==> src/design/nts_pkg.sv <==
// Shared types, state codes and helpers for the navigation task state machine.
`default_nettype none

package nts_pkg;

    // One-hot task states
    typedef enum logic [8:0] {
        ST_WAITING   = 9'b000000001,
        ST_FIRST     = 9'b000000010,
        ST_PROGRESS  = 9'b000000100,
        ST_PAUSING   = 9'b000001000,
        ST_PAUSED    = 9'b000010000,
        ST_RESUMING  = 9'b000100000,
        ST_CANCELING = 9'b001000000,
        ST_FAILED    = 9'b010000000,
        ST_DONE      = 9'b100000000
    } nav_state_t;

    // Encoded task state as seen on the result port
    localparam logic [3:0] CODE_WAITING   = 4'd0;
    localparam logic [3:0] CODE_FIRST     = 4'd1;
    localparam logic [3:0] CODE_PROGRESS  = 4'd2;
    localparam logic [3:0] CODE_PAUSING   = 4'd3;
    localparam logic [3:0] CODE_PAUSED    = 4'd4;
    localparam logic [3:0] CODE_RESUMING  = 4'd5;
    localparam logic [3:0] CODE_CANCELING = 4'd6;
    localparam logic [3:0] CODE_FAILED    = 4'd7;
    localparam logic [3:0] CODE_DONE      = 4'd8;

    // Control notices raised on state entry
    localparam logic [1:0] CTRL_NONE   = 2'd0;
    localparam logic [1:0] CTRL_PAUSE  = 2'd1;
    localparam logic [1:0] CTRL_RESUME = 2'd2;
    localparam logic [1:0] CTRL_CANCEL = 2'd3;

    // One result transaction
    typedef struct packed {
        logic        rejected;
        logic [3:0]  task_state;
        logic [1:0]  control_event;
        logic        next_node_event;
        logic        segment_event;
        logic [31:0] event_segment_begin;
        logic [31:0] event_segment_end;
        logic        done_event;
        logic [31:0] done_sequence;
    } nts_result_t;

    // Map a one-hot state onto its port code
    function automatic logic [3:0] state_code(input nav_state_t st);
        logic [3:0] code;
        begin
            case (st)
                ST_WAITING:   code = CODE_WAITING;
                ST_FIRST:     code = CODE_FIRST;
                ST_PROGRESS:  code = CODE_PROGRESS;
                ST_PAUSING:   code = CODE_PAUSING;
                ST_PAUSED:    code = CODE_PAUSED;
                ST_RESUMING:  code = CODE_RESUMING;
                ST_CANCELING: code = CODE_CANCELING;
                ST_FAILED:    code = CODE_FAILED;
                ST_DONE:      code = CODE_DONE;
                default:      code = CODE_WAITING;
            endcase
            return code;
        end
    endfunction

endpackage

`default_nettype wire

==> src/design/nts_next.sv <==
// Transition table and entry effects of the navigation task state machine.
`default_nettype none

module nts_next
    import nts_pkg::*;
(
    input  nav_state_t  state,
    input  logic [2:0]  action,
    input  logic [31:0] seq_id,
    input  logic [31:0] goal_sequence,
    input  logic        segment_present,
    input  logic [31:0] segment_begin,
    input  logic [31:0] segment_end,
    output nav_state_t  state_next,
    output nts_result_t result
);

    localparam logic [2:0] ACT_START   = 3'd0;
    localparam logic [2:0] ACT_RESUMED = 3'd1;
    localparam logic [2:0] ACT_PAUSE   = 3'd2;
    localparam logic [2:0] ACT_PAUSED  = 3'd3;
    localparam logic [2:0] ACT_RESUME  = 3'd4;
    localparam logic [2:0] ACT_REACHED = 3'd5;
    localparam logic [2:0] ACT_CANCEL  = 3'd6;
    localparam logic [2:0] ACT_FAILED  = 3'd7;

    logic       match;
    logic       ok;
    nav_state_t target;

    // Look up the target state of this event
    always_comb
    begin
        match  = (seq_id == goal_sequence);
        ok     = 1'b1;
        target = state;
        case (state)
            ST_WAITING:
            begin
                case (action)
                    ACT_START:  target = ST_FIRST;
                    ACT_CANCEL: target = ST_CANCELING;
                    ACT_FAILED: target = ST_FAILED;
                    default:    ok = 1'b0;
                endcase
            end
            ST_FIRST, ST_PROGRESS:
            begin
                case (action)
                    ACT_CANCEL:  target = ST_CANCELING;
                    ACT_PAUSE:   target = ST_PAUSING;
                    ACT_FAILED:  target = ST_FAILED;
                    ACT_PAUSED:  target = ST_PAUSED;
                    ACT_REACHED:
                    begin
                        if (match) target = ST_DONE;
                        else       ok = 1'b0;
                    end
                    default:     ok = 1'b0;
                endcase
            end
            ST_PAUSING:
            begin
                case (action)
                    ACT_CANCEL:  target = ST_CANCELING;
                    ACT_PAUSED:  target = ST_PAUSED;
                    ACT_FAILED:  target = ST_FAILED;
                    ACT_REACHED:
                    begin
                        if (match) target = ST_DONE;
                        else       ok = 1'b0;
                    end
                    default:     ok = 1'b0;
                endcase
            end
            ST_PAUSED:
            begin
                case (action)
                    ACT_CANCEL:  target = ST_CANCELING;
                    ACT_RESUME:  target = ST_RESUMING;
                    ACT_RESUMED: target = ST_PROGRESS;
                    ACT_FAILED:  target = ST_FAILED;
                    default:     ok = 1'b0;
                endcase
            end
            ST_RESUMING:
            begin
                case (action)
                    ACT_CANCEL:  target = ST_CANCELING;
                    ACT_RESUMED: target = ST_PROGRESS;
                    ACT_FAILED:  target = ST_FAILED;
                    ACT_PAUSED:  target = ST_PAUSED;
                    default:     ok = 1'b0;
                endcase
            end
            ST_CANCELING:
            begin
                case (action)
                    ACT_FAILED:  target = ST_FAILED;
                    ACT_REACHED:
                    begin
                        if (match) target = ST_DONE;
                        else       ok = 1'b0;
                    end
                    default:     ok = 1'b0;
                endcase
            end
            // failed and done are terminal
            default: ok = 1'b0;
        endcase
    end

    // Build the entry effects of the new state
    always_comb
    begin
        state_next = ok ? target : state;
        result     = '0;
        result.rejected   = ~ok;
        result.task_state = state_code(state_next);
        if (ok)
        begin
            case (target)
                ST_FIRST:
                begin
                    result.next_node_event = 1'b1;
                    if (segment_present)
                    begin
                        result.segment_event       = 1'b1;
                        result.event_segment_begin = segment_begin;
                        result.event_segment_end   = segment_end;
                    end
                end
                ST_PAUSING:   result.control_event = CTRL_PAUSE;
                ST_RESUMING:  result.control_event = CTRL_RESUME;
                ST_CANCELING: result.control_event = CTRL_CANCEL;
                ST_DONE:
                begin
                    result.done_event    = 1'b1;
                    result.done_sequence = goal_sequence;
                end
                default: ;
            endcase
        end
    end

endmodule

`default_nettype wire

==> src/design/navigation_task_state_machine.sv <==
// Navigation task state machine: input register, transition logic, result register.
// An accepted transaction is held in the input register, and its result then in the result register.
// Throughput: one transaction per cycle while the output is not stalled, set by the single state register update.
// While a result waits on the output, the input register holds one more transaction,
// then the input stalls until the result is taken.
// Reset (rst_n low, asynchronous): state to waiting, config registers to 0, both stages empty.
`default_nettype none

module navigation_task_state_machine
    import nts_pkg::*;
(
    input  wire logic        clk,
    input  wire logic        rst_n,
    // configuration
    input  wire logic        cfg_we,
    input  wire logic [1:0]  cfg_index,
    input  wire logic [31:0] cfg_data,
    // input channel
    input  wire logic        in_valid,
    output logic             in_stall,
    input  wire logic [2:0]  action,
    input  wire logic [31:0] seq_id,
    // output channel
    output logic             out_valid,
    input  wire logic        out_stall,
    output logic             rejected,
    output logic [3:0]       task_state,
    output logic [1:0]       control_event,
    output logic             next_node_event,
    output logic             segment_event,
    output logic [31:0]      event_segment_begin,
    output logic [31:0]      event_segment_end,
    output logic             done_event,
    output logic [31:0]      done_sequence
);

    localparam logic [1:0] CFG_GOAL_SEQUENCE   = 2'd0;
    localparam logic [1:0] CFG_SEGMENT_PRESENT = 2'd1;
    localparam logic [1:0] CFG_SEGMENT_BEGIN   = 2'd2;
    localparam logic [1:0] CFG_SEGMENT_END     = 2'd3;

    logic [31:0] goal_sequence_reg;
    logic        segment_present_reg;
    logic [31:0] segment_begin_reg;
    logic [31:0] segment_end_reg;

    logic        in_valid_reg;
    logic        in_valid_next;
    logic [2:0]  action_reg;
    logic [31:0] seq_id_reg;

    nav_state_t  state_reg;
    nav_state_t  state_next;
    logic        out_valid_reg;
    logic        out_valid_next;
    nts_result_t res_reg;
    nts_result_t res_next;

    logic        in_take;
    logic        advance;

    // Handshake control
    assign advance        = in_valid_reg & (~out_valid_reg | ~out_stall);
    assign in_stall       = in_valid_reg & ~advance;
    assign in_take        = in_valid & ~in_stall;
    assign in_valid_next  = in_take | (in_valid_reg & ~advance);
    assign out_valid_next = advance | (out_valid_reg & out_stall);

    // Configuration registers
    always_ff @(posedge clk or negedge rst_n)
    begin
        if (!rst_n)
        begin
            goal_sequence_reg   <= '0;
            segment_present_reg <= 1'b0;
            segment_begin_reg   <= '0;
            segment_end_reg     <= '0;
        end
        else if (cfg_we)
        begin
            case (cfg_index)
                CFG_GOAL_SEQUENCE:   goal_sequence_reg   <= cfg_data;
                CFG_SEGMENT_PRESENT: segment_present_reg <= cfg_data[0];
                CFG_SEGMENT_BEGIN:   segment_begin_reg   <= cfg_data;
                CFG_SEGMENT_END:     segment_end_reg     <= cfg_data;
                default: ;
            endcase
        end
    end

    // Transition logic
    nts_next u_next (
        .state           (state_reg),
        .action          (action_reg),
        .seq_id          (seq_id_reg),
        .goal_sequence   (goal_sequence_reg),
        .segment_present (segment_present_reg),
        .segment_begin   (segment_begin_reg),
        .segment_end     (segment_end_reg),
        .state_next      (state_next),
        .result          (res_next)
    );

    // Control registers
    always_ff @(posedge clk or negedge rst_n)
    begin
        if (!rst_n)
        begin
            in_valid_reg  <= 1'b0;
            out_valid_reg <= 1'b0;
            state_reg     <= ST_WAITING;
        end
        else
        begin
            in_valid_reg  <= in_valid_next;
            out_valid_reg <= out_valid_next;
            if (advance)
                state_reg <= state_next;
        end
    end

    // Capture the input transaction
    always_ff @(posedge clk)
    begin
        if (in_take)
        begin
            action_reg <= action;
            seq_id_reg <= seq_id;
        end
    end

    // Hold the result until taken
    always_ff @(posedge clk)
    begin
        if (advance)
            res_reg <= res_next;
    end

    assign out_valid           = out_valid_reg;
    assign rejected            = res_reg.rejected;
    assign task_state          = res_reg.task_state;
    assign control_event       = res_reg.control_event;
    assign next_node_event     = res_reg.next_node_event;
    assign segment_event       = res_reg.segment_event;
    assign event_segment_begin = res_reg.event_segment_begin;
    assign event_segment_end   = res_reg.event_segment_end;
    assign done_event          = res_reg.done_event;
    assign done_sequence       = res_reg.done_sequence;

    // A pending result always reports the current task state
    a_state_matches: assert property (@(posedge clk) disable iff (!rst_n)
        out_valid_reg |-> (res_reg.task_state == state_code(state_reg)))
        else $error("result task_state differs from state register");

    // A rejected transaction raises no effect
    a_reject_quiet: assert property (@(posedge clk) disable iff (!rst_n)
        (out_valid_reg && res_reg.rejected) |->
            (res_reg.control_event == CTRL_NONE && !res_reg.next_node_event &&
             !res_reg.segment_event && !res_reg.done_event))
        else $error("rejected transaction carries an effect");

    // A done notice only comes with the done state
    a_done_state: assert property (@(posedge clk) disable iff (!rst_n)
        (out_valid_reg && res_reg.done_event) |->
            (res_reg.task_state == CODE_DONE && state_reg == ST_DONE))
        else $error("done event outside done state");

endmodule

`default_nettype wire
==> config.mk <==
export PLATFORM = sky130hd
export DESIGN_NAME = navigation_task_state_machine
export DESIGN_NICKNAME = d
export VERILOG_FILES = /design/src/design/nts_pkg.sv /design/src/design/nts_next.sv /design/src/design/navigation_task_state_machine.sv
export SDC_FILE = /design/constraint.sdc
export NUM_CORES = 1
export LEC_CHECK = 0
export ABC_AREA = 1
export BUFFER_PORTS_ARGS = -buffer_cell sky130_fd_sc_hd__buf_4
export CAP_MARGIN = 20
export CORE_MARGIN = 4
export CORE_UTILIZATION = 61
export DETAILED_ROUTE_END_ITERATION = 8
export PLACE_DENSITY = 0.88
export SYNTH_ARGS = -nofsm -noshare
export SYNTH_HDL_FRONTEND = slang
export SYNTH_SLANG_ARGS = --single-unit
==> constraint.sdc <==
create_clock -name clk -period 4.47 [get_ports clk]
set_input_delay 0.2235 -clock clk [delete_from_list [all_inputs] [get_ports clk]]
set_output_delay 0.2235 -clock clk [all_outputs]
set_load 0.02 [all_outputs]
# Yosys cells after proc, flatten, opt, wreduce, memory -nomap -nowiden
# Index checks and enable logic that the tools add are counted.
# classes
add_sub_neg,0
n_mul,0
n_div,0
n_lt_le_gt_ge,0
eq_ne,31
shift,0
muxes,22
bitwise_logic,12
n_reduce_logical,15
# op_table
op,count
$pmux 9 s4,3
$mux 66,1
$mux 65,1
$pmux 9 s6,1
$pmux 9 s5,1
$mux 33,1
$eq 32x32->1,1
$pmux 4 s8,1
$eq 9x2->1 const B,3
$eq 9x4->1 const B,3
$eq 9x6->1 const B,3
$eq 9x7->1 const B,3
$pmux 9 s3,1
$eq 9x3->1 const B,2
$eq 9x5->1 const B,2
$eq 9x9->1 const B,2
$mux 9,2
$pmux 9 s2,1
$eq 3x3->1 const B,4
$reduce_and 2->1,6
$reduce_or 4->1,3
$eq 9x1->1 const B,1
$eq 9x8->1 const B,1
$eq 3x2->1 const B,2
other kinds (15),31
# word_totals
ff_bits,249
latch_bits,0
ram_bits,0
mem_bits_ro,0
input_bits,74
elab_cells,98
mem_count,0

# Longest topological paths before layout
# Gate-level depths: netlist of run 1.
# logic_depth
ltp_word,8
ltp_mapped,19
mapped_depth_nobuf,18

# Hierarchy
# A second synthesis of run 1 with hierarchy kept.
# unflattened
hier_cells,1154
hier_area_um2,11040.6
# by_module_without_submodules
module,instances,cells_each,area_each_um2
navigation_task_state_machine,1,622,8603.3
nts_next,1,532,2437.3

# Worst setup path before layout of run 1
# Ideal clock, no wire load.
# synth_timing
path_type,reg2reg
from,reg out_valid_reg (netlist: out_valid)
to,"reg res_reg, in the netlist control_event[0], enable pin"
setup_time_ps,415
arrival_ps,1951
path_slack_ps,2104
path_stages_with_launch,4
period_less_slack_ps,2366
path_cell_list,dfrtp_1 -> nand2_1 -> nand2_1 -> inv_2
# synth_between
elab_chain_cells,3
# synth_rtl
element,line_no,source
start: declaration,navigation_task_state_machine.sv:54,logic out_valid_reg;
start signal: assignment,navigation_task_state_machine.sv:116,out_valid_reg <= out_valid_next;
$not 1->1,navigation_task_state_machine.sv:63,assign advance = in_valid_reg & (~out_valid_reg | ~out_stall);
$or 1x1->1,navigation_task_state_machine.sv:63,
$and 1x1->1,navigation_task_state_machine.sv:63,
via advance,navigation_task_state_machine.sv:60,logic advance;
end signal: assignment,navigation_task_state_machine.sv:136,res_reg <= res_next;
end: declaration,navigation_task_state_machine.sv:56,nts_result_t res_reg;
# The timed path passes the listed nets, and every way through them passes these cells.
# A chain may end at the register's enable or synchronous reset.

# Worst setup path after layout of run 1
# layout_timing
from,reg goal_sequence_reg[18]
to,"reg res_reg, in the netlist event_segment_end[11] (data pin)"
# layout_between
elab_chain_cells,6
# layout_rtl
element,line_no,source
start: declaration,navigation_task_state_machine.sv:42,logic [31:0] goal_sequence_reg;
start signal: assignment,navigation_task_state_machine.sv:82,CFG_GOAL_SEQUENCE: goal_sequence_reg <= cfg_data;
$eq 32x32->1 (*),nts_next.sv:34,match = (seq_id == goal_sequence);
$mux 9,"nts_next.sv:56, nts_next.sv:70, nts_next.sv:102",
"$pmux 9 s5, or another cell as far along",nts_next.sv:49,case (action)
$pmux 9 s6,nts_next.sv:37,case (state)
$eq 9x2->1,nts_next.sv:122,case (target)
$reduce_and 3->1 (no line) (*),--,
# Every way passes the cells marked *; elsewhere a longest branch is shown, timed or not.

==> impl_metrics.py, run 1 <==
metrics = {
    "logic_synthesis": {
        "yosys-top-cells-area": "edfxtp_1 (39%), dfrtp_1 (25%), nand2_1 (7.1%), inv_1 (5.9%), nor2_4 (5.8%)",
        "synth_top_area_share_pct": 38.99,
        "ys_seq_area_share_pct": 63.88,
        "synth_fp_nets": 1096,
        "ys_seq_elements": 249,
        "yosysTopAreaCell": "edfxtp_1",
        "synth_edf_count": 141,
        "synth_area_sq_um": 10860,
        "async_flop_share_pct": 43.37,
        "syn_inst": 1022,
        "synth.avg_cell_area_sq_um": 10.63,
        "yosys_warnings": 0,
        "synth_cell_types": 35,
        "synthFlopType": "edfxtp_1",
    },
    "clock_network": {
        "post-cts-setup-buffer-count": 0,
        "h-tree-depth": 1,
        "numCtsBuffers": 26,
        "cts_resized": 0,
        "clockBufferDepth": 3,
        "clk_pin_slew_ps": 60,
        "root_buffer": "clkbuf_16",
        "hold_buffers": 60,
        "clock-sinks": 249,
        "insertion_delay_ps": 550,
        "cts_tree": "yes",
    },
    "global_route": {
        "grt_pass1_wl_um": 43440,
        "grt_pass1_vias": 8385,
        "overflow": 0,
        "antenna_found_initial": 0,
        "grt_max_degree": 76,
        "track_usage_pct": 27.71,
    },
    "die": {
        "ioPinCount": 182,
        "die-area_sq_um": 20000,
        "dieHeight_um": 141.4,
        "start_util_pct": 62.57,
        "dieWidth_um": 141.4,
        "rows": 48,
        "core_sq_um": 17360,
    },
    "layout": {
        "antennaDiodeCount": 0,
        "nets": 1341,
        "area_growth_syn_to_layout_pct": 26.79,
        "seq_area_sq_um": 6938,
        "mostFrequentLayoutCell": "nand2_1",
        "fillerInstances": 967,
        "layout-drive-gt1-share_pct": 24.48,
        "multiInputGateArea_sq_um": 3037,
        "layout_common_cells": "nand2_1 (206), buf_4 (186), inv_1 (172)",
    },
    "timing": {
        "hold_viol_final": 0,
        "fin_setup_tns_ps": 0,
        "finalCriticalPeriod_ps": 3070,
        "worst_clock_skew_ps": 27.65,
        "slew_headroom_pct": 32.63,
        "clock.fmax_mhz": 325.7,
        "worstMarginPinSlew_ps": 1011,
        "rsz0062_at_grt": "no",
        "setup_viol": 0,
        "fin_crit_sh_pct": 68.69,
        "slew_viol_final": 0,
    },
    "detailed_routing": {
        "dr.pass1.iters": 5,
        "drc": 0,
        "postRouteAntennaNets": 0,
        "post_drt_via_cell_ratio": 5.343,
        "wl_um": 27700,
        "drt-initial-drc-count": 600,
        "avgRoutedWirePerCell_um": 18.32,
        "vias": 8079,
    },
    "pwr": {
        "leakage_nw": 6.190,
        "vdd_ir_drop_max_uv": 413.1,
        "power.total_mw": 5.668,
        "power_per_cell_area_nw_per_um2": 411.7,
    },
    "worst_setup_path": {
        "cp-end-kind": "register",
        "critPathKind": "register to register",
        "cp_max_fo": 65,
        "cp.arrival_ps": 3330,
        "start_kind": "register",
        "critical_path_required_ps": 4730,
    },
    "place": {
        "port_buffers": 181,
        "routabilityCongestion": 0.9274,
        "post-dp-hpwl_um": 17390,
    },
    "status": {
        "status": "finished, final reports clean",
    },
    "run": {
        "cap_viol_max_count": 0,
    },
    "hold_path": {
        "worstHoldPathType": "primary input to register",
    },
}
==> through the flow <==
| step | instance area [sq um] | instances | setup WS [ps] | util [%] | hold slack (ps) |
|---|---|---|---|---|---|
| floorplan | 10860 | 1022 | 2104 | - | -72.09 |
| global placement | 12360 | 1404 | 1550 | 71.20 | 401.5 |
| detailed placement | 12360 | 1404 | 1432 | 71.20 | 403.0 |
| CTS | 13770 | 1512 | 1376 | 79.33 | 1.369 |
| global route | 13770 | 1512 | 1151 | 79.33 | 12.21 |
| finish | 13770 | 1512 | 1400 | 79.33 | 20.50 |
==> final cells by class <==
| class | instances | area share (%) |
|---|---|---|
| Timing Repair Buffer | 247 | 14.65 |
| Clock buffer | 37 | 5.252 |
| Multi-Input combinational cell | 561 | 22.05 |
| Sequential cell | 249 | 50.39 |
| Clock inverter | 11 | 0.6361 |
| Inverter | 182 | 4.980 |
| Tap cell | 225 | 2.045 |
==> path summary, 6_finish.rpt <==
kind                                              startpoint                                  end  slack, ps  depth (start not counted)
max                        goal_sequence_reg[18]$_DFFE_PN0P_  event_segment_end[11]$_SDFFCE_PN0P_       1400                         16
max reg2reg                goal_sequence_reg[18]$_DFFE_PN0P_  event_segment_end[11]$_SDFFCE_PN0P_       1400                         16
min                                             cfg_data[26]    segment_begin_reg[26]$_DFFE_PN0P_         20                          3
min reg2reg                 segment_begin_reg[9]$_DFFE_PN0P_     segment_begin_reg[9]$_DFFE_PN0P_        490                          2
min in group asynchronous                              rst_n      segment_end_reg[17]$_DFFE_PN0P_        380                          2
max in group asynchronous                              rst_n                  out_valid$_DFF_PN0_       3000                          3
==> report_power, final <==
group	switching, mW	internal (mW)
Combinational	0.486	0.301
Sequential	0.171	2.68
Clock	0.891	1.14
Total	1.55	4.12
==> per-layer routing <==
metal	GRT usage (%)	up-vias	wire, um
met4	11.97	0	1174
met3	4.853	82	1876
met5	0	-	0
met1	33.01	3925	10090
met2	49.61	341	14560
li1	-	3731	-
==> kinds of logic (layout without fill, tap and decap cells) <==
kind of cell / Yosys count / in the layout / share of synthesized area (%)
flip-flops: 249 / 249 / 63.88
AO/OA/AOI/OAI: 137 / 137 / 6.670
AND/OR/NAND/NOR: 401 / 401 / 19.22
buffers and inverters: 212 / 477 / 8.376
XOR/XNOR: 23 / 23 / 1.855
==> synth_stat cells, types with 2 or more instances <==
cell and count:
buf_6 2, nand2_4 5, dfrtp_1 107, nand3b_1 2, nor3_1 4, nor2_1 79
o22ai_1 4, o211ai_1 6, buf_12 6, nor4_1 5, nand2_2 7, clkbuf_1 21
o2111ai_1 2, nand3_1 24, xnor2_1 23, inv_2 9, a21oi_1 4, nand3_2 2
edfxtp_1 141, nor2_4 56, o21ai_0 117, nor2_2 5, inv_1 172, and2_1 2
nand4_1 2, nand2_1 206
==> critical path: stages, from the launching register on <==
cell     delay, ps
dfrtp_1        400
inv_1           90
nand2_1         60
nand2_1         50
nand2_1         50
nor2_1         200
nand2_1         80
nor2_1         190
nand2_1        200
nand3_1        170
nand3_4        140
nand2_2        100
nand2_2         70
nand2_2         60
inv_2           60
nand2_8        620
nor2_1         110
Power figures use the tool's default switching activity.
==> run 2: changes to the inputs <==
--- a/config.mk
+++ b/config.mk
@@ -5,13 +5,13 @@
 export SDC_FILE = /design/constraint.sdc
 export NUM_CORES = 1
 export LEC_CHECK = 0
-export ABC_AREA = 1
+export ABC_AREA = 0
 export BUFFER_PORTS_ARGS = -buffer_cell sky130_fd_sc_hd__buf_4
 export CAP_MARGIN = 20
 export CORE_MARGIN = 4
-export CORE_UTILIZATION = 61
+export CORE_UTILIZATION = 56
 export DETAILED_ROUTE_END_ITERATION = 8
-export PLACE_DENSITY = 0.88
+export PLACE_DENSITY = 0.82
 export SYNTH_ARGS = -nofsm -noshare
 export SYNTH_HDL_FRONTEND = slang
 export SYNTH_SLANG_ARGS = --single-unit
==> constraint.sdc (replaced) <==
create_clock -name clk -period 3.2 [get_ports clk]
set_input_delay 0.16 -clock clk [delete_from_list [all_inputs] [get_ports clk]]
set_output_delay 0.16 -clock clk [all_outputs]
set_load 0.02 [all_outputs]
==> impl_metrics.py, run 2 <==
metrics = {
    "worst_setup_path": {
        "cp-end-kind": "register",
        "path_cells": "buf_4 -> or4b_1 -> o2bb2ai_1 -> a32oi_1 -> o21a_1 -> a211oi_1 -> nor3_1 -> or3b_1 -> a21oi_1",
        "ff2ff_setup_slack_ps": 230,
        "critical_path_required_ps": 3580,
        "critPathKind": "register to register",
        "start_kind": "register",
        "cp.arrival_ps": 3350,
        "critPathMaxStageDelay_ps": 550,
        "worst_path_max_delay_cell": "or4b_1",
        "cp_max_fo": 7,
    },
    "pwr": {
        "leakage_nw": 5.877,
        "power_per_cell_area_nw_per_um2": 582.0,
        "vdd_ir_drop_max_uv": 513.6,
        "power.total_mw": 7.884,
    },
    "logic_synthesis": {
        "synth_fp_nets": 770,
        "syn_inst": 696,
        "ys_seq_elements": 249,
        "synthXorXnorAreaFrac_pct": 3.336,
        "synthFlopType": "edfxtp_1",
        "synth_common_cells": "edfxtp_1 (141), dfrtp_1 (107), mux2_2 (98), and3_1 (70)",
        "synth_compound_area_share_pct": 4.533,
        "synth_area_sq_um": 10240,
        "synth.avg_cell_area_sq_um": 14.71,
        "async_flop_share_pct": 43.37,
        "yosys_warnings": 0,
        "yosys-top-cells-area": "edfxtp_1 (41%), dfrtp_1 (26%), mux2_2 (11%), and3_1 (4.3%), xor2_1 (3.2%)",
        "synth.most_common_cell": "edfxtp_1",
        "synth_edf_count": 141,
        "synth_top_family_by_area": "simple AND/OR/NAND/NOR gates",
        "synthAdderAreaFrac_pct": 0,
        "yosysTopAreaCell": "edfxtp_1",
        "synthMuxAreaShare_pct": 10.78,
        "synth_simple_gate_area_share_pct": 11.69,
        "ys_seq_area_share_pct": 67.75,
        "synth_cell_types": 60,
        "synth_top_area_share_pct": 41.35,
    },
    "timing": {
        "worstMarginPinSlew_ps": 1059,
        "hold_slack_ps": 83.92,
        "hold_viol_final": 0,
        "fin_ws_ps": 227.3,
        "worst_clock_skew_ps": 8.829,
        "slew_viol_final": 0,
        "fin_crit_sh_pct": 92.90,
        "fin_setup_tns_ps": 0,
        "slew_headroom_pct": 29.40,
        "finalCriticalPeriod_ps": 2973,
        "rsz0062_at_grt": "no",
        "clock.fmax_mhz": 336.4,
        "setup_viol": 0,
    },
    "detailed_routing": {
        "drt-initial-drc-count": 562,
        "postRouteAntennaNets": 0,
        "avgRoutedWirePerCell_um": 22.47,
        "wl_um": 27250,
        "post_drt_via_cell_ratio": 5.833,
        "vias": 7076,
        "dr.pass1.iters": 6,
        "drc": 0,
    },
    "layout": {
        "nets": 1039,
        "area_growth_syn_to_layout_pct": 32.31,
        "fin_cells": 1213,
        "antennaDiodeCount": 0,
        "layout-drive-gt1-share_pct": 36.89,
        "multiInputGateArea_sq_um": 3126,
        "layout_common_cells": "buf_4 (205), edfxtp_1 (141), dfrtp_1 (107)",
        "fin_area_sq_um": 13550,
        "mostFrequentLayoutCell": "buf_4",
        "utilization_pct": 75.42,
        "fillerInstances": 1072,
        "seq_area_sq_um": 6938,
    },
    "die": {
        "die-area_sq_um": 20510,
        "dieHeight_um": 143.2,
        "rows": 49,
        "core_sq_um": 17960,
        "ioPinCount": 182,
        "dieWidth_um": 143.2,
        "start_util_pct": 57.00,
    },
    "global_route": {
        "overflow": 0,
        "grt_pass1_vias": 7333,
        "grt_max_degree": 69,
        "track_usage_pct": 26.80,
        "antenna_found_initial": 0,
        "grt_pass1_wl_um": 41950,
    },
    "status": {
        "status": "finished, final reports clean",
    },
    "place": {
        "dp.cells": 1094,
        "routabilityCongestion": 0.9312,
        "dpl_cell_area_sq_um": 11990,
        "place_ws_ps": 154.3,
        "post-dp-hpwl_um": 17600,
        "port_buffers": 181,
    },
    "run": {
        "cap_viol_max_count": 0,
    },
    "clock_network": {
        "h-tree-depth": 1,
        "clockBufferDepth": 3,
        "clk_pin_slew_ps": 60,
        "cts_tree": "yes",
        "cts_resized": 0,
        "numCtsBuffers": 25,
        "clock-sinks": 249,
        "insertion_delay_ps": 530,
        "root_buffer": "clkbuf_16",
    },
    "hold_path": {
        "worstHoldPathType": "primary input to register",
    },
}
run 2: changes by cell type in the layout (fill, tap and decap cells not counted), moves of 55 or more:
cell	previous run	this run
nand2_1	206	18
nor2_1	79	14
o21ai_0	117	18
nor2_4	56	1
and3_1	0	70
mux2_2	0	98
inv_1	172	6
run 2: power breakdown:
part	leakage, nW	internal (mW)	switching [mW]
registers	2.69	3.76	0.206
logic	2.79	0.471	0.498
clock network	0.400	1.73	1.22
run 2: timing repair:
item                       4_1_cts  5_1_grt
buffers inserted                 0        2
hold buffers                    71        0
hold endpoints to repair       201        0
setup endpoints to repair        0        3
run 2: per-layer routing:
layer | up-vias | share of wire, % | track usage [%]
li1 | 3121 | - | -
met1 | 3539 | 40 | 36.31
met2 | 354 | 50 | 44.71
met3 | 62 | 7.9 | 4.889
met4 | 0 | 2.7 | 8.226
met5 | - | 0 | 0
run 2: cell type report:
class	instances	area share, %
sequential	249	51.21
multi-input combinational	400	23.07
tap	229	2.115
timing repair buffer	280	17.20
clock buffer	32	4.959
inverter	9	0.2771
clock inverter	14	1.173
run 2: cells by family (layout without fill, tap and decap cells):
logic type	count (synthesis)	count (layout)
flops	249	249
simple gates	198	198
mux	98	98
compound gates	65	65
buf+inv	47	335
xor+xnor	39	39
run 2: final timing paths:
path	from	endpoint	depth (start not counted)
max in group asynchronous	rst_n	state_reg[0]$_DFFE_PN1P_	3
worst min-delay path	cfg_index[0]	segment_present_reg$_DFFE_PN0P_	3
worst max-delay path	state_reg[2]$_DFFE_PN0P_	task_state[2]$_DFFE_PP_	9
worst min register to register	segment_end_reg[26]$_DFFE_PN0P_	segment_end_reg[26]$_DFFE_PN0P_	1
min in group asynchronous	rst_n	segment_end_reg[9]$_DFFE_PN0P_	2
worst max register to register	state_reg[2]$_DFFE_PN0P_	task_state[2]$_DFFE_PP_	9
run 2: critical path: cells and delay by family (launching register included):
| kind | cells | cell delay, ps |
|---|---|---|
| AND/OR/NAND/NOR | 3 | 1000 |
| flip-flops | 1 | 470 |
| AO/OA/AOI/OAI | 5 | 1150 |
| buffers and inverters | 1 | 200 |
==> run 3: changes to the inputs <==
--- a/config.mk
+++ b/config.mk
@@ -8,7 +8,6 @@
 export ABC_AREA = 0
 export BUFFER_PORTS_ARGS = -buffer_cell sky130_fd_sc_hd__buf_4
 export CAP_MARGIN = 20
-export CORE_MARGIN = 4
 export CORE_UTILIZATION = 56
 export DETAILED_ROUTE_END_ITERATION = 8
 export PLACE_DENSITY = 0.82
==> impl_metrics.py, run 3 (synthesis gave the netlist of run 2 again) <==
metrics = {
    "status": {
        "status": "finished, final reports clean",
    },
    "detailed_routing": {
        "avgRoutedWirePerCell_um": 21.70,
        "wl_um": 26260,
        "post_drt_via_cell_ratio": 5.731,
        "drc": 0,
        "postRouteAntennaNets": 0,
        "dr.pass1.iters": 5,
        "vias": 6935,
        "drt-initial-drc-count": 520,
    },
    "clock_network": {
        "clockBufferDepth": 3,
        "clock-sinks": 249,
        "h-tree-depth": 1,
        "insertion_delay_ps": 520,
        "cts_resized": 0,
        "cts_tree": "yes",
        "clk_pin_slew_ps": 60,
        "root_buffer": "clkbuf_16",
        "numCtsBuffers": 25,
    },
    "die": {
        "rows": 49,
        "dieWidth_um": 137.2,
        "dieHeight_um": 137.2,
        "core_sq_um": 17960,
        "ioPinCount": 182,
        "start_util_pct": 57.00,
        "die-area_sq_um": 18830,
    },
    "global_route": {
        "track_usage_pct": 28.65,
        "antenna_found_initial": 0,
        "grt_pass1_wl_um": 39790,
        "grt_max_degree": 67,
        "overflow": 0,
        "grt_pass1_vias": 7018,
    },
    "timing": {
        "rsz0062_at_grt": "no",
        "worst_clock_skew_ps": 19.29,
        "slew_viol_final": 0,
        "clock.fmax_mhz": 332.8,
        "fin_ws_ps": 195.5,
        "slew_headroom_pct": 27.31,
        "fin_setup_tns_ps": 0,
        "fin_crit_sh_pct": 93.89,
        "finalCriticalPeriod_ps": 3004,
        "worstMarginPinSlew_ps": 1090,
        "setup_viol": 0,
        "hold_slack_ps": 46.28,
        "hold_viol_final": 0,
    },
    "pwr": {
        "power_per_cell_area_nw_per_um2": 581.5,
        "power.total_mw": 7.865,
        "leakage_nw": 5.873,
        "vdd_ir_drop_max_uv": 523.6,
    },
    "layout": {
        "nets": 1036,
        "fin_area_sq_um": 13530,
        "fin_cells": 1210,
        "area_growth_syn_to_layout_pct": 32.10,
        "utilization_pct": 75.30,
        "mostFrequentLayoutCell": "buf_4",
        "layout_common_cells": "buf_4 (202), edfxtp_1 (141), dfrtp_1 (106)",
        "layout-drive-gt1-share_pct": 37.31,
        "antennaDiodeCount": 0,
    },
    "place": {
        "port_buffers": 181,
        "routabilityCongestion": 0.9157,
        "dpl_cell_area_sq_um": 11960,
        "place_ws_ps": 104.3,
        "dp.cells": 1090,
        "post-dp-hpwl_um": 16450,
    },
    "worst_setup_path": {
        "critical_path_required_ps": 3520,
        "start_kind": "register",
        "cp.arrival_ps": 3330,
        "cp_max_fo": 11,
        "critPathKind": "register to register",
        "cp-end-kind": "register",
    },
    "run": {
        "cap_viol_max_count": 0,
    },
    "hold_path": {
        "worstHoldPathType": "primary input to register",
    },
}
## run 3: power by group
| group | switching [mW] | internal (mW) | leakage, nW |
|---|---|---|---|
| clock network | 1.21 | 1.73 | 0.411 |
| logic | 0.460 | 0.467 | 2.78 |
| registers | 0.241 | 3.76 | 2.69 |
## run 3: metal layers
metal | vias up | share of wire (%) | track usage [%] | wire (um)
met5 | - | 0 | 0 | 0
met4 | 0 | 2.8 | 9.524 | 732
met3 | 60 | 6.3 | 4.857 | 1648
met2 | 290 | 48 | 46.77 | 12670
met1 | 3470 | 43 | 39.32 | 11210
li1 | 3115 | - | - | -
## run 3: path summary, 6_finish.rpt
kind | depth (start not counted) | start | slack [ps] | to
worst max-delay path | 10 | state_reg[3]$_DFFE_PN0P_ | 200 | task_state[1]$_DFFE_PP_
worst min-delay path | 3 | cfg_we | 50 | segment_present_reg$_DFFE_PN0P_
worst max register to register | 10 | state_reg[3]$_DFFE_PN0P_ | 200 | task_state[1]$_DFFE_PP_
worst min register to register | 1 | segment_end_reg[15]$_DFFE_PN0P_ | 500 | segment_end_reg[15]$_DFFE_PN0P_
max in group asynchronous | 3 | rst_n | 2180 | segment_end_reg[14]$_DFFE_PN0P_
min in group asynchronous | 2 | rst_n | 210 | state_reg[6]$_DFFE_PN0P_
## run 3: layout make-up
cell class	instances	area (sq um)
Sequential cell	249	6939
Fill cell	1095	4437
Multi-Input combinational cell	400	3126
Timing Repair Buffer	277	2307
Clock buffer	31	668.1
Tap cell	229	286.5
Clock inverter	15	162.7
Inverter	9	37.54
## run 3: what timing repair did
item | 4_1_cts | 5_1_grt
endpoints found under the hold margin | 180 | 0
hold buffers | 71 | 0
setup endpoints to repair | 0 | 4
buffers inserted | 0 | 3
## run 3: worst max-delay path, cell delays in order (launching register included)
cell and delay [ps]:
dfrtp_1 530, nor4_4 260, buf_4 190, nand2_1 60
a2111oi_0 580, buf_4 220, o31ai_1 70, o21ai_2 240
xnor2_1 140, o32a_1 340, nor4_1 180
